`src/hw/rtl/xeu_pkg.sv`:
```
`default_nettype none
// ----------------------------------------------------------------------------
// xeu_pkg
// Shared types, character codes and the named-entity table for the XML
// entity decoder.
// ----------------------------------------------------------------------------
package xeu_pkg;

   localparam int HOLD_DEPTH_DEF     = 5;
   localparam int MAX_DEC_DIGITS_DEF = 3;

   localparam int NAME_COUNT  = 5;
   localparam int VALUE_W     = 10;
   localparam int DIGIT_W     = 2;

   localparam logic [7:0] CHAR_AMP  = 8'h26;
   localparam logic [7:0] CHAR_HASH = 8'h23;
   localparam logic [7:0] CHAR_SEMI = 8'h3B;
   localparam logic [7:0] CHAR_X    = 8'h78;

   typedef struct packed {
      logic [7:0] in_byte;
      logic       in_end;
   } req_payload_type;

   typedef struct packed {
      logic [7:0] out_byte;
      logic       out_end;
   } rsp_payload_type;

   typedef enum logic [6:0] {
      M_IDLE = 7'b0000001,
      M_AMP  = 7'b0000010,
      M_NAME = 7'b0000100,
      M_HASH = 7'b0001000,
      M_DEC  = 7'b0010000,
      M_HEXX = 7'b0100000,
      M_HEXD = 7'b1000000
   } parse_mode_type;

   typedef enum logic [2:0] {
      S_IDLE   = 3'b001,
      S_REPLAY = 3'b010,
      S_MID    = 3'b100
   } ctrl_state_type;

   typedef struct packed {
      logic accept;
      logic load_rep;
      logic load_mid;
   } ctrl_cmd_type;

   typedef struct packed {
      logic acc_rep;
      logic acc_mid;
      logic rep_last;
      logic mid_pend;
   } dp_status_type;

   // Named entities: quot, amp, apos, lt, gt
   function automatic logic [2:0] name_len(input logic [2:0] idx);
      case (idx)
         3'd0:    name_len = 3'd4;
         3'd1:    name_len = 3'd3;
         3'd2:    name_len = 3'd4;
         3'd3:    name_len = 3'd2;
         3'd4:    name_len = 3'd2;
         default: name_len = 3'd0;
      endcase
   endfunction

   function automatic logic [7:0] name_value(input logic [2:0] idx);
      case (idx)
         3'd0:    name_value = 8'h22;
         3'd1:    name_value = 8'h26;
         3'd2:    name_value = 8'h27;
         3'd3:    name_value = 8'h3C;
         3'd4:    name_value = 8'h3E;
         default: name_value = 8'h00;
      endcase
   endfunction

   function automatic logic [7:0] name_char(input logic [2:0] idx, input logic [2:0] pos);
      case ({idx, pos})
         {3'd0, 3'd0}: name_char = 8'h71; // q
         {3'd0, 3'd1}: name_char = 8'h75; // u
         {3'd0, 3'd2}: name_char = 8'h6F; // o
         {3'd0, 3'd3}: name_char = 8'h74; // t
         {3'd1, 3'd0}: name_char = 8'h61; // a
         {3'd1, 3'd1}: name_char = 8'h6D; // m
         {3'd1, 3'd2}: name_char = 8'h70; // p
         {3'd2, 3'd0}: name_char = 8'h61; // a
         {3'd2, 3'd1}: name_char = 8'h70; // p
         {3'd2, 3'd2}: name_char = 8'h6F; // o
         {3'd2, 3'd3}: name_char = 8'h73; // s
         {3'd3, 3'd0}: name_char = 8'h6C; // l
         {3'd3, 3'd1}: name_char = 8'h74; // t
         {3'd4, 3'd0}: name_char = 8'h67; // g
         {3'd4, 3'd1}: name_char = 8'h74; // t
         default:      name_char = 8'h00;
      endcase
   endfunction

endpackage
`default_nettype wire

```
`src/hw/rtl/xeu_ctrl.sv`:
```
`default_nettype none
// ----------------------------------------------------------------------------
// xeu_ctrl
// Sequencer: takes one request, then issues one output transaction per cycle
// unless stalled, from the held-byte replay and the pending single byte.
// ----------------------------------------------------------------------------
module xeu_ctrl
   import xeu_pkg::*;
(
   input  wire logic          clock,
   input  wire logic          reset,
   input  wire logic          req_valid,
   output logic               req_ready,
   output logic               rsp_valid,
   input  wire logic          rsp_ready,
   output ctrl_cmd_type       cmd,
   input  wire dp_status_type status
);

   ctrl_state_type state_ff, state_in;
   logic           rsp_valid_ff, rsp_valid_in;
   logic           load_ok;

   assign load_ok   = !rsp_valid_ff || rsp_ready;
   assign req_ready = (state_ff == S_IDLE);
   assign rsp_valid = rsp_valid_ff;

   always_comb begin
      state_in     = state_ff;
      cmd          = '0;
      rsp_valid_in = rsp_valid_ff && !rsp_ready;
      case (state_ff)
         S_IDLE: begin
            if (req_valid) begin
               cmd.accept = 1'b1;
               if (status.acc_rep) begin
                  state_in = S_REPLAY;
               end else if (status.acc_mid) begin
                  state_in = S_MID;
               end
            end
         end
         S_REPLAY: begin
            if (load_ok) begin
               cmd.load_rep = 1'b1;
               rsp_valid_in = 1'b1;
               if (status.rep_last) begin
                  state_in = status.mid_pend ? S_MID : S_IDLE;
               end
            end
         end
         S_MID: begin
            if (load_ok) begin
               cmd.load_mid = 1'b1;
               rsp_valid_in = 1'b1;
               state_in     = S_IDLE;
            end
         end
         default: begin
            state_in = S_IDLE;
         end
      endcase
   end

   always_ff @(posedge clock) begin
      if (reset) begin
         state_ff     <= S_IDLE;
         rsp_valid_ff <= 1'b0;
      end else begin
         state_ff     <= state_in;
         rsp_valid_ff <= rsp_valid_in;
      end
   end

endmodule
`default_nettype wire

```
`src/hw/rtl/xeu_datapath.sv`:
```
`default_nettype none
// ----------------------------------------------------------------------------
// xeu_datapath
// Entity parser state, held-byte buffer, replay counter and the output
// register.
// ----------------------------------------------------------------------------
module xeu_datapath
   import xeu_pkg::*;
#(
   parameter int HOLD_DEPTH     = HOLD_DEPTH_DEF,
   parameter int MAX_DEC_DIGITS = MAX_DEC_DIGITS_DEF
)
(
   input  wire logic            clock,
   input  wire logic            reset,
   input  wire req_payload_type req_data,
   input  wire ctrl_cmd_type    cmd,
   output dp_status_type        status,
   output rsp_payload_type      rsp_data
);

   localparam int CW = $clog2(HOLD_DEPTH + 1);
   localparam int IW = $clog2(HOLD_DEPTH);

   parse_mode_type              mode_ff, mode_in;
   logic [CW-1:0]               cnt_ff, cnt_in;
   logic [VALUE_W-1:0]          value_ff, value_in;
   logic [DIGIT_W-1:0]          digits_ff, digits_in;
   logic [NAME_COUNT-1:0]       mask_ff, mask_in;
   logic [7:0]                  held_ff [HOLD_DEPTH];
   logic [CW-1:0]               rep_cnt_ff, rep_cnt_in;
   logic [IW-1:0]               rep_idx_ff, rep_idx_in;
   logic [7:0]                  mid_ff, mid_in;
   logic                        mid_pend_ff, mid_pend_in;
   logic                        end_pend_ff, end_pend_in;
   rsp_payload_type             rsp_data_ff, rsp_data_in;

   logic [7:0]                  c;
   logic                        active;
   logic [2:0]                  k;
   logic                        is_dig;
   logic                        is_hex;
   logic [3:0]                  hex_v;
   logic [NAME_COUNT-1:0]       next_mask;
   logic [NAME_COUNT-1:0]       full_mask;
   logic [7:0]                  full_value;
   logic                        push_req, emit_req, over_req, ok;
   parse_mode_type              p_mode;
   logic [VALUE_W-1:0]          p_value;
   logic [DIGIT_W-1:0]          p_digits;
   logic [NAME_COUNT-1:0]       p_mask;
   logic [7:0]                  emit_byte;
   parse_mode_type              r_mode;
   logic [CW-1:0]               r_cnt, r_rep;
   logic [VALUE_W-1:0]          r_value;
   logic [DIGIT_W-1:0]          r_digits;
   logic [NAME_COUNT-1:0]       r_mask;
   logic                        r_mid_v;
   logic [7:0]                  r_mid_b;
   logic                        r_wr;
   logic [IW-1:0]               r_wr_idx;
   logic [7:0]                  r_wr_data;
   logic                        rep_last;

   assign c      = req_data.in_byte;
   assign active = (mode_ff != M_IDLE) && (cnt_ff != '0);
   assign k      = 3'(cnt_ff - CW'(1));
   assign is_dig = (c >= 8'h30) && (c <= 8'h39);

   always_comb begin
      is_hex = 1'b1;
      hex_v  = 4'd0;
      if (is_dig) begin
         hex_v = 4'(c - 8'h30);
      end else if ((c >= 8'h61) && (c <= 8'h66)) begin
         hex_v = 4'(c - 8'h57);
      end else if ((c >= 8'h41) && (c <= 8'h46)) begin
         hex_v = 4'(c - 8'h37);
      end else begin
         is_hex = 1'b0;
      end
   end

   always_comb begin
      full_value = 8'h00;
      for (int i = 0; i < NAME_COUNT; i++) begin
         next_mask[i] = mask_ff[i] && (name_len(3'(i)) > k) && (name_char(3'(i), k) == c);
         full_mask[i] = mask_ff[i] && (name_len(3'(i)) == k);
         if (full_mask[i]) begin
            full_value = name_value(3'(i));
         end
      end
   end

   // Extend or close the open entity
   always_comb begin
      push_req  = 1'b0;
      emit_req  = 1'b0;
      over_req  = 1'b0;
      emit_byte = 8'h00;
      p_mode    = mode_ff;
      p_value   = value_ff;
      p_digits  = digits_ff;
      p_mask    = mask_ff;
      case (mode_ff)
         M_AMP: begin
            if (c == CHAR_HASH) begin
               p_mode   = M_HASH;
               push_req = 1'b1;
            end else if (|next_mask) begin
               p_mode   = M_NAME;
               p_mask   = next_mask;
               push_req = 1'b1;
            end
         end
         M_NAME: begin
            if (c == CHAR_SEMI) begin
               if (|full_mask) begin
                  emit_req  = 1'b1;
                  emit_byte = full_value;
               end
            end else if (|next_mask) begin
               p_mask   = next_mask;
               push_req = 1'b1;
            end
         end
         M_HASH: begin
            if (is_dig) begin
               p_mode   = M_DEC;
               p_value  = VALUE_W'(hex_v);
               p_digits = DIGIT_W'(1);
               push_req = 1'b1;
            end else if (c == CHAR_X) begin
               p_mode   = M_HEXX;
               push_req = 1'b1;
            end
         end
         M_DEC: begin
            if (is_dig && (digits_ff < DIGIT_W'(MAX_DEC_DIGITS))) begin
               p_value  = (value_ff << 3) + (value_ff << 1) + VALUE_W'(hex_v);
               p_digits = digits_ff + DIGIT_W'(1);
               push_req = 1'b1;
            end else if (c == CHAR_SEMI) begin
               if (value_ff[VALUE_W-1:8] == '0) begin
                  emit_req  = 1'b1;
                  emit_byte = value_ff[7:0];
               end else begin
                  over_req = 1'b1;
               end
            end
         end
         M_HEXX: begin
            if (is_hex) begin
               p_mode   = M_HEXD;
               p_value  = VALUE_W'(hex_v);
               p_digits = DIGIT_W'(1);
               push_req = 1'b1;
            end
         end
         M_HEXD: begin
            if (is_hex && (digits_ff < DIGIT_W'(2))) begin
               p_value  = (value_ff << 4) + VALUE_W'(hex_v);
               p_digits = digits_ff + DIGIT_W'(1);
               push_req = 1'b1;
            end else if (c == CHAR_SEMI) begin
               emit_req  = 1'b1;
               emit_byte = value_ff[7:0];
            end
         end
         default: begin
         end
      endcase
      ok = active &&
           (emit_req || over_req || (push_req && (cnt_ff < CW'(HOLD_DEPTH))));
   end

   // Resolve the transaction into a replay length, a single byte and the new state
   always_comb begin
      r_mode    = mode_ff;
      r_cnt     = cnt_ff;
      r_value   = value_ff;
      r_digits  = digits_ff;
      r_mask    = mask_ff;
      r_rep     = '0;
      r_mid_v   = 1'b0;
      r_mid_b   = c;
      r_wr      = 1'b0;
      r_wr_idx  = cnt_ff[IW-1:0];
      r_wr_data = c;
      if (ok && push_req) begin
         r_mode   = p_mode;
         r_cnt    = cnt_ff + CW'(1);
         r_value  = p_value;
         r_digits = p_digits;
         r_mask   = p_mask;
         r_wr     = 1'b1;
      end else begin
         r_mode   = M_IDLE;
         r_cnt    = '0;
         r_value  = '0;
         r_digits = '0;
         if (ok && emit_req) begin
            r_mid_v = 1'b1;
            r_mid_b = emit_byte;
         end else if (ok && over_req) begin
            r_rep   = cnt_ff;
            r_mid_v = 1'b1;
            r_mid_b = CHAR_SEMI;
         end else begin
            r_rep = active ? cnt_ff : '0;
            if (c == CHAR_AMP) begin
               r_mode    = M_AMP;
               r_cnt     = CW'(1);
               r_mask    = '1;
               r_wr      = 1'b1;
               r_wr_idx  = '0;
               r_wr_data = CHAR_AMP;
            end else begin
               r_mid_v = 1'b1;
            end
         end
      end
      if (req_data.in_end && (r_cnt != '0)) begin
         if (r_rep == '0) begin
            r_rep = r_cnt;
         end else begin
            r_mid_v = 1'b1;
            r_mid_b = CHAR_AMP;
         end
         r_mode   = M_IDLE;
         r_cnt    = '0;
         r_value  = '0;
         r_digits = '0;
      end
   end

   assign rep_last = (CW'(rep_idx_ff) == (rep_cnt_ff - CW'(1)));

   always_comb begin
      mode_in     = mode_ff;
      cnt_in      = cnt_ff;
      value_in    = value_ff;
      digits_in   = digits_ff;
      mask_in     = mask_ff;
      rep_cnt_in  = rep_cnt_ff;
      rep_idx_in  = rep_idx_ff;
      mid_in      = mid_ff;
      mid_pend_in = mid_pend_ff;
      end_pend_in = end_pend_ff;
      rsp_data_in = rsp_data_ff;
      if (cmd.accept) begin
         mode_in     = r_mode;
         cnt_in      = r_cnt;
         value_in    = r_value;
         digits_in   = r_digits;
         mask_in     = r_mask;
         rep_cnt_in  = r_rep;
         rep_idx_in  = '0;
         mid_in      = r_mid_b;
         mid_pend_in = r_mid_v;
         end_pend_in = req_data.in_end;
      end
      if (cmd.load_rep) begin
         rsp_data_in.out_byte = held_ff[rep_idx_ff];
         rsp_data_in.out_end  = rep_last && !mid_pend_ff && end_pend_ff;
         rep_idx_in           = rep_idx_ff + IW'(1);
      end
      if (cmd.load_mid) begin
         rsp_data_in.out_byte = mid_ff;
         rsp_data_in.out_end  = end_pend_ff;
         mid_pend_in          = 1'b0;
      end
   end

   always_ff @(posedge clock) begin
      if (reset) begin
         mode_ff     <= M_IDLE;
         cnt_ff      <= '0;
         value_ff    <= '0;
         digits_ff   <= '0;
         mask_ff     <= '1;
         mid_pend_ff <= 1'b0;
         end_pend_ff <= 1'b0;
         rep_cnt_ff  <= '0;
         rep_idx_ff  <= '0;
      end else begin
         mode_ff     <= mode_in;
         cnt_ff      <= cnt_in;
         value_ff    <= value_in;
         digits_ff   <= digits_in;
         mask_ff     <= mask_in;
         mid_pend_ff <= mid_pend_in;
         end_pend_ff <= end_pend_in;
         rep_cnt_ff  <= rep_cnt_in;
         rep_idx_ff  <= rep_idx_in;
      end
   end

   always_ff @(posedge clock) begin
      mid_ff      <= mid_in;
      rsp_data_ff <= rsp_data_in;
      if (cmd.accept && r_wr) begin
         held_ff[r_wr_idx] <= r_wr_data;
      end
   end

   assign status.acc_rep  = (r_rep != '0);
   assign status.acc_mid  = r_mid_v;
   assign status.rep_last = rep_last;
   assign status.mid_pend = mid_pend_ff;
   assign rsp_data        = rsp_data_ff;

endmodule
`default_nettype wire

```
`src/hw/rtl/xml_entity_unescape.sv`:
```
`default_nettype none
// A taken request is registered in the sequencer state; its first result is then
// loaded into the output register. Each request gives 0 to 6 results; the single
// output register, fed one byte per cycle from the held-byte buffer unless the
// output stalls, sets the pace; a new request waits until the last result is loaded.
// Reset: synchronous, clears parse state and sequencer; held bytes are not cleared.
// ----------------------------------------------------------------------------
// xml_entity_unescape
// XML character entity decoder: named, decimal and hex entities become one
// byte; unmatched text is copied verbatim.
// ----------------------------------------------------------------------------
module xml_entity_unescape
   import xeu_pkg::*;
#(
   parameter int HOLD_DEPTH     = HOLD_DEPTH_DEF,
   parameter int MAX_DEC_DIGITS = MAX_DEC_DIGITS_DEF
)
(
   input  wire logic            clock,
   input  wire logic            reset,
   input  wire logic            req_valid,
   output logic                 req_ready,
   input  wire req_payload_type req_data,
   output logic                 rsp_valid,
   input  wire logic            rsp_ready,
   output rsp_payload_type      rsp_data
);

   ctrl_cmd_type  cmd;
   dp_status_type status;

   xeu_ctrl u_ctrl (
      .clock     (clock),
      .reset     (reset),
      .req_valid (req_valid),
      .req_ready (req_ready),
      .rsp_valid (rsp_valid),
      .rsp_ready (rsp_ready),
      .cmd       (cmd),
      .status    (status)
   );

   xeu_datapath #(
      .HOLD_DEPTH     (HOLD_DEPTH),
      .MAX_DEC_DIGITS (MAX_DEC_DIGITS)
   ) u_datapath (
      .clock    (clock),
      .reset    (reset),
      .req_data (req_data),
      .cmd      (cmd),
      .status   (status),
      .rsp_data (rsp_data)
   );

endmodule
`default_nettype wire

```
`config.mk`:
```
export PLATFORM = sky130hd
export DESIGN_NAME = xml_entity_unescape
export DESIGN_NICKNAME = d
export VERILOG_FILES = /design/src/hw/rtl/xeu_pkg.sv /design/src/hw/rtl/xeu_ctrl.sv /design/src/hw/rtl/xeu_datapath.sv /design/src/hw/rtl/xml_entity_unescape.sv
export SDC_FILE = /design/constraint.sdc
export NUM_CORES = 1
export LEC_CHECK = 0
export ABC_AREA = 1
export BUFFER_PORTS_ARGS = -buffer_cell sky130_fd_sc_hd__buf_2
export CAP_MARGIN = 0
export CORE_ASPECT_RATIO = 2
export CORE_MARGIN = 1
export CORE_UTILIZATION = 57
export CTS_BUF_LIST = sky130_fd_sc_hd__clkbuf_16
export CTS_CLUSTER_SIZE = 16
export DETAILED_ROUTE_END_ITERATION = 12
export PLACE_DENSITY = 0.77
export SETUP_SLACK_MARGIN = 0.1
export SLEW_MARGIN = 20
export SYNTH_ARGS = -nofsm -noshare
export SYNTH_HDL_FRONTEND = slang
export SYNTH_SLANG_ARGS = --single-unit
```
`constraint.sdc`:
```
create_clock -name clock -period 3.8 [get_ports clock]
set_clock_uncertainty 0.2 [all_clocks]
set_input_delay 0 -clock clock [delete_from_list [all_inputs] [get_ports clock]]
set_output_delay 0 -clock clock [all_outputs]
set_load 0.01 [all_outputs]
```
## Word-level counts from Yosys, hierarchy flattened

Memories as Yosys holds them, arrays and structs flattened. A register that Yosys moved wholly into a read port is not among the register bits.
Index checks and enable logic that the tools add are counted.

| storage, ports and cells | value |
|---|---|
| register bits | 56 |
| bits in latches | 0 |
| memory bits (writable) | 40 |
| memory bits (read-only) | 0 |
| input port bits | 13 |
| output and inout bits | 11 |
| logic and storage cells | 271 |
| memories kept | 1 |

Memory list:

| memory | words | bits a word | rd ports | clocked after Yosys merged registers in | wr ports | RTL line | RTL |
|---|---|---|---|---|---|---|---|
| u_datapath.held_ff | 5 | 8 | 1 | 1 | 1 | xeu_datapath.sv:30 | `logic [7:0] held_ff [HOLD_DEPTH];` |

| cells by class | value |
|---|---|
| $add $sub $neg | 11 |
| multipliers | 0 |
| div/mod/pow operators | 0 |
| order comparisons | 12 |
| eq/ne operators | 44 |
| shift-type cells | 0 |
| muxes and demuxes | 135 |
| bitwise gates (word level) | 0 |
| reductions and logical operators | 54 |

Operators with widths:

| kind | count |
|---|---|
| $mux W8 | 15 |
| $mux W3 | 25 |
| $mux W7 | 9 |
| $mux W10 | 6 |
| $pmux W7 S4 | 2 |
| $mux W1 | 42 |
| $pmux W7 S3 | 2 |
| $eq A7 B8 Y1 | 5 |
| $pmux W10 S4 | 1 |
| $mux W6 | 6 |
| $mux W5 | 7 |
| $logic_and A1 B1 Y1 | 31 |
| $pmux W7 S2 | 2 |
| $eq A8 B6 Y1 const B | 3 |
| $pmux W8 S3 | 1 |
| $add A10 B4 Y10 | 2 |
| $mux W9 | 2 |
| $ge A8 B7 Y1 const B | 2 |
| $le A8 B7 Y1 const B | 2 |
| $ne A4 B3 Y1 const B | 4 |
| $mux W2 | 7 |
| $mux W4 | 3 |
| $add A10 B10 Y10 | 1 |
| $ne A2 B1 Y1 const B | 5 |
| 47 further kinds | 71 |

## Logic depth before layout (Yosys ltp)

Gate-level depths: netlist of the first run.

| logic depth | value |
|---|---|
| word-level depth | 23 |
| depth in mapped cells | 29 |
| gate-level depth less buffers | 28 |

## Cells and area by module

Synthesis of the first run repeated with hierarchy kept, for this count alone.

| second synthesis, totals | value |
|---|---|
| cells, all modules | 826 |
| area total of the unflattened synthesis | 6,296.0 um^2 |

Modules (own cells, without submodules):

| module | instances | cells an instance | area an instance (um^2) | seq. area each (um^2) |
|---|---|---|---|---|
| xeu_datapath | 1 | 780 | 6,017.0 | 2,472.4 |
| xeu_ctrl | 1 | 46 | 279.0 | 80.1 |

## Worst setup path before layout of the first run

OpenSTA, ideal clock, no wires.

| path | value |
|---|---|
| path kind | input to register |
| start point | in req_data[1] in the netlist's numbering |
| end point | reg u_datapath.value_ff[9] |
| library setup time | 0.114 ns |
| data arrival time | 3.207 ns |
| required time | 3.486 ns |
| setup slack | 0.279 ns |
| cell stages on the path | 29 |
| buffers on the path | 1 |
| path through | buf_2 > inv_2 > ha_1 > nor2_1 > nand2_1 > nand3_2 > inv_2 > a21oi_1 > o21ai_0 > fa_1 > inv_1 > ha_1 > a21oi_1 > nor2_1 > nor2_1 > nor2_1 > nor2_1 > inv_1 > a21oi_1 > nor2_1 > nor2_1 > inv_1 > a21oi_1 > xor2_1 > o21ai_0 > nand3_1 > nand4_1 > nand2_1 > a21oi_2 |

| on the way | value |
|---|---|
| cells in the longest elaborated chain, start to end | 19 |
| elaborated cells between the ends (all ways) | 79 |
| those cells by class | 5 x add/sub; 6 x order compare; 14 x eq/ne; 33 x mux; 21 x reduce/logical |

RTL lines:

| what | RTL line | RTL |
|---|---|---|
| start: declaration | xml_entity_unescape.sv:23 | `input wire req_payload_type req_data,` |
| $ge A8 B7 Y1 / $le A8 B7 Y1 (equally long branches) | xeu_datapath.sv:77 | `end else if ((c >= 8'h41) && (c <= 8'h46)) begin` |
| $logic_and A1 B1 Y1 | xeu_datapath.sv:77 |  |
| $mux W1 | xeu_datapath.sv:77 |  |
| $mux W1 | xeu_datapath.sv:75 | `end else if ((c >= 8'h61) && (c <= 8'h66)) begin` |
| $mux W1 | xeu_datapath.sv:73 | `if (is_dig) begin` |
| $logic_and A1 B1 Y1 | xeu_datapath.sv:161 | `if (is_hex && (digits_ff < DIGIT_W'(2))) begin` |
| $mux W1 | xeu_datapath.sv:161 |  |
| $pmux W1 S6 / $pmux W1 S3 (equally long branches) | xeu_datapath.sv:105 | `case (mode_ff)` |
| [... 3 more ...] | n/a |  |
| $logic_and A1 B1 Y1 | xeu_datapath.sv:205 | `end else if (ok && over_req) begin` |
| $mux W3 | xeu_datapath.sv:205 |  |
| $mux W3 | xeu_datapath.sv:202 | `if (ok && emit_req) begin` |
| $mux W3 | xeu_datapath.sv:190 | `if (ok && push_req) begin` |
| $reduce_bool A3 Y1 | xeu_datapath.sv:223 | `if (req_data.in_end && (r_cnt != '0)) begin` |
| $logic_and A1 B1 Y1 | xeu_datapath.sv:223 |  |
| $ne A6 B6 Y1 (no source line) / $ne A4 B3 Y1 (equally long branches) | n/a |  |
| $reduce_and A6 Y1 (no source line) | n/a |  |
| end signal: assignment | xeu_datapath.sv:289 | `value_ff <= value_in;` |
| end: declaration | xeu_datapath.sv:27 | `logic [VALUE_W-1:0] value_ff, value_in;` |

Several ways; a longest one is shown, not always the timed one. The select of a mux whose other input is x is not followed.
A chain may end at the register's enable or synchronous reset.

## Final worst setup path of the first run

| path | value |
|---|---|
| start point | reg u_datapath.cnt_ff[0] |
| end point | reg u_ctrl.state_ff[0] |

| on the way | value |
|---|---|
| cells in the longest elaborated chain, start to end | 23 |
| elaborated cells between the ends (all ways) | 79 |
| those cells by class | 2 x add/sub; 4 x order compare; 12 x eq/ne; 29 x mux; 32 x reduce/logical |

RTL lines:

| what | RTL line | RTL |
|---|---|---|
| start: declaration | xeu_datapath.sv:26 | `logic [CW-1:0] cnt_ff, cnt_in;` |
| start signal: assignment | xeu_datapath.sv:288 | `cnt_ff <= cnt_in;` |
| $sub A3 B1 Y3 | xeu_datapath.sv:67 | `assign k = 3'(cnt_ff - CW'(1));` |
| $eq A3 B2 Y1, or another cell as far along | xeu_pkg.sv:84, xeu_datapath.sv:88 |  |
| $pmux W7 S4, or another cell as far along | xeu_pkg.sv:84 | `case ({idx, pos})` |
| $eq A7 B8 Y1 | xeu_datapath.sv:87 | `next_mask[i] = mask_ff[i] && (name_len(3'(i)) > k) && (name_char(3'(i), k) == c);` |
| $logic_and A1 B1 Y1 | xeu_datapath.sv:87 |  |
| $reduce_or A5 Y1 | xeu_datapath.sv:110, xeu_datapath.sv:122 |  |
| $mux W1 | xeu_datapath.sv:110, xeu_datapath.sv:122 |  |
| $mux W1, on equally long branches | xeu_datapath.sv:117, xeu_datapath.sv:107 |  |
| [... 7 more ...] | n/a |  |
| $mux W3 | xeu_datapath.sv:190 |  |
| $logic_not A3 Y1 / $reduce_bool A3 Y1 (equally long branches) | xeu_datapath.sv:224, xeu_datapath.sv:223 |  |
| $mux W3 / $logic_and A1 B1 Y1 (equally long branches) | xeu_datapath.sv:224, xeu_datapath.sv:223 |  |
| $mux W3 | xeu_datapath.sv:223 |  |
| $reduce_bool A3 Y1 | xeu_datapath.sv:307 | `assign status.acc_rep = (r_rep != '0);` |
| $mux W3 | xeu_ctrl.sv:36 | `if (status.acc_rep) begin` |
| $mux W3 | xeu_ctrl.sv:34 | `if (req_valid) begin` |
| $pmux W3 S3 | xeu_ctrl.sv:32 | `case (state_ff)` |
| end signal: assignment | xeu_ctrl.sv:70 | `state_ff <= state_in;` |
| end: declaration | xeu_ctrl.sv:20 | `ctrl_state_type state_ff, state_in;` |

Several ways; a longest one is shown, not always the timed one. The select of a mux whose other input is x is not followed.

==> results_dict.tcl, run 1 <==
set metrics [dict create \
    stdcell_area_mm2 0.00748 \
    multi_input_area_mm2 0.00336 \
    antenna_found_initial 0 \
    ys_ff_latch 99 \
    synth_edf_count 57 \
    final-hold-violation-count 0 \
    clock.fmax_ghz 0.281 \
    p_comb_share_pct 28.8 \
    ys.flop_type "edfxtp_1" \
    synth_mux_area_share_pct 0.157 \
    drt_iter0_drc 323 \
    cts_root_buf "clkbuf_16" \
    coreArea_mm2 0.0109 \
    min_period_over_period_pct 93.5 \
    leakagePower_nw 3.33 \
    crit_required_ns 3.79 \
    postLayoutCoreUtil_pct 68.8 \
    setup_viol 0 \
    netSwitchingPower_mw 1.11 \
    syn_nets 854 \
    swShare_pct 34.8 \
    regArea_mm2 0.00255 \
    via_per_inst 5.96 \
    ys_types 54 \
    synth_compound_area_share_pct 15.8 \
    drcViolationCount 0 \
    clockBufferDepth 2 \
    grt_pass1_wl_um 29300 \
    yosysWarnings 0 \
    synth_top_family_by_area "simple AND/OR/NAND/NOR gates" \
    worstMarginPinSlew_ns 0.875 \
    yosysTopAreaCellShare_pct 26.8 \
    clk_latency_ns 0.34 \
    syn_area_per_cell_um2 7.88 \
    antenna_cells 0 \
    cts.clk_slew.worst_paths_ns 0.07 \
    irDropWorstVdd_v 0.000308 \
    worstSetupEndpointType "flip-flop" \
    yosysMostFrequentCell "nand2_1" \
    fill_cells 904 \
    relSlewSlack_pct 41.6 \
    rsz0062_at_grt "true" \
    wl_per_cell_um 18.2 \
    num_rows 54 \
    place_area_mm2 0.00690 \
    place_congestion 1.00 \
    synth_commonest_cells "nand2_1 (144), nor2_1 (96), inv_1 (93), nand3_1 (60), edfxtp_1 (57)" \
    final_antenna_net_count 0 \
    post_synth_main_area_contributors "edfxtp_1 (27%), dfxtp_1 (13%), nand2_1 (8.5%)" \
    floorplan.initialDensity_pct 58.7 \
    setup_tns_ns 0 \
    drt_first_pass_iters 6 \
    power.density_mw_per_mm2 426 \
    cts_sinks 99 \
    area_growth_pct 17.1 \
    syn_inst 811 \
    fin_nets 925 \
    gr-usage-all-layers_pct 32.9 \
    async_flop_share_pct 0 \
    drive_above_1_share_pct 20.7 \
    status "finished, final reports clean" \
    synth-seq-area-share_pct 40.0 \
    clockPowerShare_pct 27.7 \
    synth_top_area_cell "edfxtp_1" \
    overflow 0 \
    pin_count 24 \
    synth-simple-area-share_pct 27.6 \
    path_max_fanout 7 \
    finalCriticalPeriod_ns 3.55 \
    numCtsBuffers 9 \
    first_global_vias 6146 \
    dp_hpwl_um 14300 \
    synth-adder-area-share_pct 6.11 \
    synthXorXnorAreaFrac_pct 1.23 \
    grt_max_degree 27 \
    crit_type "reg -> reg" \
    finalMaxSlewViolations 0 \
    vias 6120 \
    die_h_um 152 \
    die_w_um 76.9 \
    critPathLaunchType "flip-flop" \
    min_path_type "in -> reg" \
    io_buffers 23 \
    seq_power_share_pct 43.4 \
    syn_area_mm2 0.00639 \
    maxCapViolCount 0 \
    critical_path_arrival_ns 3.54 \
    cts_tree "built" \
    routed_wl_um 18700 \
    h-tree-depth 3 \
    p_int_mw 2.08 \
    design.die.area_mm2 0.0117 \
]
## cells in the final DEF, fill, tap and decap left out, types with 19 or more instances in the layout
| cell | count |
|---|---|
| nand2_1 | 142 |
| inv_1 | 91 |
| nor2_1 | 89 |
| nand3_1 | 59 |
| edfxtp_1 | 57 |
| buf_4 | 47 |
| a21oi_1 | 42 |
| o21ai_0 | 41 |
| dfxtp_1 | 41 |
| ha_1 | 24 |
| nand4_1 | 23 |
| buf_2 | 22 |
| inv_2 | 19 |
## metrics by stage
stage / hold slack (ns) / std cells / power, mW / setup slack, ns
finish: 0.0961 / 1027 / 3.19 / 0.247
global route: 0.122 / 1027 / 3.36 / 0.0738
CTS: 0.0920 / 1023 / 3.18 / 0.127
detailed placement: 0.0557 / 991 / 2.28 / -0.131
global placement: 0.0506 / 991 / 2.24 / 0.0907
floorplan: -0.101 / 811 / 2.04 / 0.279
## routing by layer
layer  track usage, %  wire length (um)  vias to the layer above  share of wire [%]
met1             30.1              6250                     2860                 33
met2             64.5             10300                      253                 55
met4             25.2              1390                        0                7.4
met3             4.25               752                      109                4.0
met5                0                 0                        -                  0
li1                 -                 -                     2898                  -
## cells by family after synthesis
logic type | count (synthesis)
AOI/OAI and AO/OA | 162
xor gates and xnor gates | 9
adders and majority gates | 30
buffers and inverters | 143
DFF | 99
muxes | 1
and+or+nand+nor | 367
## final cells by class
cell class,count,area share (%)
clock inverter,7,0.786
timing repair buffer,87,8.86
multi-input combinational,570,44.9
tap,140,2.34
inverter,115,5.94
sequential,99,34.1
clock buffer,9,3.01
## worst max-delay path: stages, from the launching register on
cell and delay, ns:
dfxtp_1 0.36, inv_2 0.09, ha_4 0.29, nor2_1 0.05, buf_4 0.15, o21ai_4 0.27, nand3_1 0.12, nand2_1 0.13
nand2_1 0.08, nor2_2 0.16, nand2_1 0.11, nand3_4 0.13, o21bai_2 0.08, nand2_2 0.12, nand2_4 0.07, buf_12 0.14
inv_4 0.06, o211ai_2 0.10, nand2_4 0.09, buf_4 0.15, a21oi_2 0.06, nand3_1 0.13, nand2_1 0.10, nand2_1 0.09
nand3_1 0.06
## flip-flops by register name, summed over array words and instances (netlist names), named ones only
| signal | count |
|---|---|
| u_datapath.mask_ff | 5 |
| u_datapath.mid_ff | 8 |
| u_datapath.value_ff | 10 |
| u_datapath.digits_ff | 2 |
| u_datapath.held_ff | 40 |
| u_datapath.rsp_data | 9 |
| u_datapath.cnt_ff | 3 |
| u_datapath.mode_ff | 7 |
| u_datapath.end_pend_ff | 1 |
| u_ctrl.rsp_valid | 1 |
| u_datapath.rep_idx_ff | 3 |
| u_datapath.rep_cnt_ff | 3 |
| u_datapath.mid_pend_ff | 1 |
| u_ctrl.state_ff | 3 |
## worst paths after layout
path / from / end / slack (ns) / cells after the start
setup / recovery: u_datapath.cnt_ff[0]$_SDFFE_PP0P_ / u_ctrl.state_ff[0]$_SDFFE_PP1P_ / 0.25 / 24
hold / removal: req_data[2] / u_datapath.mid_ff[1]$_DFFE_PP_ / 0.1 / 4
setup reg to reg: u_datapath.cnt_ff[0]$_SDFFE_PP0P_ / u_ctrl.state_ff[0]$_SDFFE_PP1P_ / 0.25 / 24
hold reg to reg: u_datapath.end_pend_ff$_SDFFE_PP0P_ / u_datapath.end_pend_ff$_SDFFE_PP0P_ / 0.27 / 2
## power by group through the flow
stage                     combinational [mW]  clock (mW)  sequential (mW)
after floorplan                        0.652           0             1.39
after global placement                 0.838           0             1.40
after detailed placement               0.873           0             1.40
after CTS                              0.904       0.893             1.38
after global routing                    1.02       0.943             1.40
final                                  0.920       0.884             1.39
## timing repair
item	4_1_cts	5_1_grt
resized for setup	2	34
hold buffers	13	0
gates cloned	0	1
buffers inserted	3	3
hold endpoints to repair	52	0
pin swaps	0	7
endpoints found under the setup margin	13	52
No activity file was read; power rests on OpenSTA's default activity.
==> run 2, diff against run 1 <==
- CORE_ASPECT_RATIO: 2 -> 1.75
- CORE_MARGIN: 1 -> 3
==> run 2 against run 1 <==
  * Sequential share of layout area rose by 0.33 points
  * Total power grew 0.27%
  * Cell area fell by 0.87%
  * Utilization fell by 0.25 points
  * Clock-buffer cell count is the same
  * Global-route usage decreased by 4.4 points
  * Sequential power hardly changed
  * Register-to-register slack barely moved
  * Sequential cell count is the same
  * Critical path type unchanged
==> results_dict.tcl, run 2 (synthesis gave the netlist of run 1 again) <==
set metrics [dict create \
    status "finished, final reports clean" \
    maxCapViolCount 0 \
    worstSetupEndpointType "flip-flop" \
    grt_max_degree 27 \
    dp_hpwl_um 13500 \
    min_period_over_period_pct 93.7 \
    rsz0062_at_grt "false" \
    cts_tree "built" \
    power.density_mw_per_mm2 431 \
    io_buffers 23 \
    critPathBufInv 5 \
    worstMarginPinSlew_ns 0.860 \
    instances_no_fill 1008 \
    coreArea_mm2 0.0108 \
    final-hold-violation-count 0 \
    cts_root_buf "clkbuf_16" \
    rrSetupSlack_ns 0.24 \
    floorplan.initialDensity_pct 59.0 \
    antenna_found_initial 0 \
    critPathLaunchType "flip-flop" \
    place_inst 973 \
    die_w_um 86.0 \
    design.die.area_mm2 0.0126 \
    path_max_fanout 13 \
    numCtsBuffers 9 \
    clock.fmax_ghz 0.281 \
    top_register "u_datapath.held_ff" \
    setup_ws_ns 0.238 \
    hold-worst-slack_ns 0.0653 \
    cts.clk_slew.worst_paths_ns 0.07 \
    crit_required_ns 3.88 \
    critical_path_arrival_ns 3.65 \
    fill_cells 914 \
    cp_slowest_stage_delay_ns 0.36 \
    largest_reg_flops 40 \
    via_per_inst 5.92 \
    wl_per_cell_um 17.5 \
    num_rows 50 \
    leakagePower_nw 3.30 \
    drt_first_pass_iters 6 \
    post-place-ws_ns -0.0291 \
    clk_latency_ns 0.34 \
    drive_above_1_share_pct 20.0 \
    routed_wl_um 17700 \
    drt_iter0_drc 464 \
    fin_nets 916 \
    place_congestion 0.994 \
    gr-usage-all-layers_pct 28.5 \
    layout_commonest_cell "nand2_1" \
    vias 5965 \
    totalPowerFinal_mw 3.20 \
    die_h_um 146 \
    slowest_stage "dfxtp_2" \
    cts_sinks 99 \
    grt_pass1_wl_um 28500 \
    cp_common_cell "nand2_1" \
    finalCriticalPeriod_ns 3.56 \
    drcViolationCount 0 \
    relSlewSlack_pct 42.7 \
    first_global_vias 6113 \
    pin_count 24 \
    overflow 0 \
    area_growth_pct 16.1 \
    crit_family "simple AND/OR/NAND/NOR gates" \
    crit_type "reg -> reg" \
    antenna_cells 0 \
    setup_viol 0 \
    h-tree-depth 3 \
    postLayoutCoreUtil_pct 68.5 \
    irDropWorstVdd_v 0.000335 \
    min_path_type "in -> reg" \
    final_antenna_net_count 0 \
    finalMaxSlewViolations 0 \
    clockBufferDepth 2 \
    layout_common_cells "nand2_1 (143), inv_1 (92), nor2_1 (92), edfxtp_1 (57), nand3_1 (54)" \
]
run 2: layout make-up:
| type | instances | area (um2) | area share [%] |
|---|---|---|---|
| multi-input cells | 570 | 3390 | 45.6 |
| flip-flops and latches | 99 | 2560 | 34.5 |
| repair buffers | 78 | 584 | 7.88 |
| inverters | 115 | 445 | 6.01 |
| clock buffers | 9 | 225 | 3.04 |
| well taps | 130 | 163 | 2.19 |
| clock inverters | 7 | 57.6 | 0.776 |
run 2: final timing paths:
path                                       startpoint                                   to  cells after the start
hold / removal                            req_data[8]       u_datapath.mid_ff[7]$_DFFE_PP_                      4
hold reg to reg   u_datapath.end_pend_ff$_SDFFE_PP0P_  u_datapath.end_pend_ff$_SDFFE_PP0P_                      2
setup / recovery    u_datapath.cnt_ff[1]$_SDFFE_PP0P_      u_ctrl.state_ff[1]$_SDFFE_PP0P_                     25
setup reg to reg    u_datapath.cnt_ff[1]$_SDFFE_PP0P_      u_ctrl.state_ff[1]$_SDFFE_PP0P_                     25
run 2: stage by stage:
step	TNS [ns]	instance area, um2
5_1_grt	0	7420
3_5_place_dp	-0.0291	6810
3_3_place_gp	0	6810
4_1_cts	0	7230
2_1_floorplan	0	6390
6_report	0	7420
run 2: layer usage:
metal	wire, um	up-vias	track usage (%)
li1	-	2889	-
met1	6290	2784	28.3
met3	671	80	4.35
met5	0	-	0
met2	9680	212	53.1
met4	1040	0	18.0
run 2: worst register-to-register path, delay by kind of cell, from the launching register on:
family / cells / cell delay (ns)
buffers and inverters: 5 / 0.52
AO/OA/AOI/OAI: 2 / 0.32
flip-flops: 1 / 0.36
adder cells (fa/ha/maj): 1 / 0.17
AND/OR/NAND/NOR: 17 / 1.96
run 2: timing repair:
item | 4_1_cts | 5_1_grt
gates cloned | 0 | 1
hold buffers | 13 | 0
setup buffers | 0 | 5
gates resized for setup | 3 | 40
hold endpoints to repair | 52 | 0
setup endpoints to repair | 21 | 55
pin swaps | 0 | 9
run 2: power breakdown:
part / switching, mW / internal (mW)
combinational: 0.600 / 0.337
sequential: 0.102 / 1.28
clock: 0.420 / 0.456
==> run 3, diff against run 2 <==
- BUFFER_PORTS_ARGS: -buffer_cell sky130_fd_sc_hd__buf_2 -> default
- CORE_UTILIZATION: 57 -> 58
- DONT_BUFFER_PORTS: default -> 1
- PLACE_DENSITY: 0.77 -> 0.76
==> run 3 against run 2 <==
  * The flow now finishes with violations (hold timing)
  * Via count is 0.45% lower
  * Critical path depth is 2 lower
  * Die area is 1.6% lower
  * Critical endpoint is now u_ctrl.state_ff[0]$_SDFFE_PP1P_
  * Largest cell class unchanged
  * Worst setup slack worse by 0.0096 ns
  * Register-to-register slack hardly changed
  * Clock power hardly changed
==> results_dict.tcl, run 3 (synthesis gave the netlist of run 1 again) <==
set metrics [dict create \
    wl_per_cell_um 18.6 \
    power.density_mw_per_mm2 433 \
    cp_slowest_stage_delay_ns 0.35 \
    maxCapViolCount 0 \
    reg2reg_depth 23 \
    dp_hpwl_um 13700 \
    crit_type "reg -> reg" \
    hold-worst-slack_ns -0.00785 \
    finalMaxSlewViolations 0 \
    clock.fmax_ghz 0.280 \
    overflow 0 \
    setup_tns_ns 0 \
    worstSetupEndpointType "flip-flop" \
    seq_power_share_pct 44.5 \
    postLayoutCoreUtil_pct 68.1 \
    vias 5938 \
    cts_root_buf "clkbuf_16" \
    post-place-ws_ns -0.173 \
    critPathLaunchType "flip-flop" \
    numCtsBuffers 9 \
    cts_sinks 99 \
    crit_end "u_ctrl.state_ff[0]$_SDFFE_PP1P_" \
    worstMarginPinSlew_ns 0.813 \
    routed_wl_um 18300 \
    gr-usage-all-layers_pct 29.5 \
    via_per_inst 6.03 \
    setup_viol 0 \
    startpoint "u_datapath.cnt_ff[0]$_SDFFE_PP0P_" \
    leakagePower_nw 3.20 \
    grt_pass1_wl_um 28100 \
    crit_required_ns 3.80 \
    final_antenna_net_count 0 \
    path_cells "inv_2 > ha_4 > inv_1 > nand2_2 > nand2_8 > o21ai_4 > nand2_2 > nand2_1 > nand2_1 > inv_1 > nor2_1 > nand3_2 > nand3_4 > o21bai_4 > nand2_2 > nand2_4 > buf_4 > nand4_1 > nand2_1 > a21oi_1 > nand3_1 > nand3_1 > nand3_1" \
    num_rows 50 \
    drt_iter0_drc 648 \
    clk_latency_ns 0.35 \
    p_comb_share_pct 27.7 \
    path_max_fanout 9 \
    critical_path_arrival_ns 3.57 \
    drcViolationCount 0 \
    relSlewSlack_pct 45.7 \
    floorplan.initialDensity_pct 59.7 \
    rr_endpoint "u_ctrl.state_ff[0]$_SDFFE_PP1P_" \
    cts_tree "built" \
    top_register "u_datapath.held_ff" \
    layout_commonest_cell "nand2_1" \
    violations "hold timing" \
    netSwitchingPower_mw 1.10 \
    min_period_over_period_pct 94.0 \
    p_int_mw 2.05 \
    layout_common_cells "nand2_1 (143), nor2_1 (93), inv_1 (91), nand3_1 (60), edfxtp_1 (57)" \
    place_congestion 1.04 \
    irDropWorstVdd_v 0.000405 \
    slowest_stage "dfxtp_1" \
    cts.clk_slew.worst_paths_ns 0.07 \
    instances_no_fill 984 \
    pin_count 24 \
    r2r_start "u_datapath.cnt_ff[0]$_SDFFE_PP0P_" \
    die_w_um 85.3 \
    antenna_cells 0 \
    first_global_vias 5966 \
    area_growth_pct 14.0 \
    drive_above_1_share_pct 15.5 \
    place_inst 937 \
    drt_first_pass_iters 8 \
    final-hold-violation-count 1 \
    coreArea_mm2 0.0107 \
    finalCriticalPeriod_ns 3.57 \
    rrSetupSlack_ns 0.23 \
    rsz0062_at_grt "true" \
    swShare_pct 34.9 \
    antenna_found_initial 0 \
    grt_max_degree 27 \
    largest_reg_flops 40 \
    design.die.area_mm2 0.0124 \
    io_buffers 0 \
    min_path_type "in -> reg" \
    clockPowerShare_pct 27.8 \
    status "finished with violations" \
    clockBufferDepth 2 \
    die_h_um 145 \
    setup_ws_ns 0.228 \
    h-tree-depth 3 \
    fin_nets 892 \
]
run 3: worst min-delay path by stage:
stage | startpoint | to | slack, ns | cells after the start
5_1_grt | req_data[5] | u_datapath.mode_ff[3]$_SDFFE_PP0P_ | 0.06 | 5
6_report | req_data[4] | u_datapath.value_ff[1]$_SDFFE_PP0P_ | -0.008 | 7
2_1_floorplan | reset | u_datapath.mask_ff[0]$_SDFFE_PP1P_ | -0.10 | 1
4_1_cts | req_data[5] | u_datapath.mode_ff[3]$_SDFFE_PP0P_ | 0.001 | 5
3_5_place_dp | reset | u_datapath.cnt_ff[2]$_SDFFE_PP0P_ | -0.13 | 1
3_3_place_gp | reset | u_datapath.cnt_ff[2]$_SDFFE_PP0P_ | -0.13 | 1
run 3: area by class of cell:
type	count	area [um2]
Fill cell	903	3420
Clock buffer	9	225
Inverter	115	449
Tap cell	130	163
Clock inverter	7	57.6
Sequential cell	99	2550
Timing Repair Buffer	53	463
Multi-Input combinational cell	571	3370
run 3: metrics by stage:
stage	instance area, um2	power [mW]
2_1_floorplan	6390	2.04
3_3_place_gp	6590	2.20
3_5_place_dp	6590	2.24
4_1_cts	7120	3.13
5_1_grt	7280	3.31
6_report	7280	3.15
run 3: repair_timing:
action,CTS,global route
endpoints found under the hold margin,82,0
hold buffers,25,0
buffers inserted,0,4
endpoints found under the setup margin,0,55
resized for setup,0,30
run 3: power groups by stage:
stage	combinational (mW)	clock, mW	sequential, mW
floorplan	0.652	0	1.39
global placement	0.777	0	1.42
detailed placement	0.813	0	1.43
CTS	0.844	0.886	1.40
global route	0.976	0.920	1.42
finish	0.873	0.875	1.40
run 3: critical path, delay by kind of cell (launching register included):
kind                     cells  cell delay, ns
AO/OA/AOI/OAI                3            0.43
AND/OR/NAND/NOR             15            1.86
buffers and inverters        4            0.41
adder cells (fa/ha/maj)      1            0.17
flip-flops                   1            0.35
run 3: routing by layer:
metal,part of all wire (%),up-vias,track usage (%)
li1,-,2839,-
met3,4.3,132,3.91
met2,52,249,55.3
met5,0,-,0
met1,34,2718,28.2
met4,8.9,0,23.4
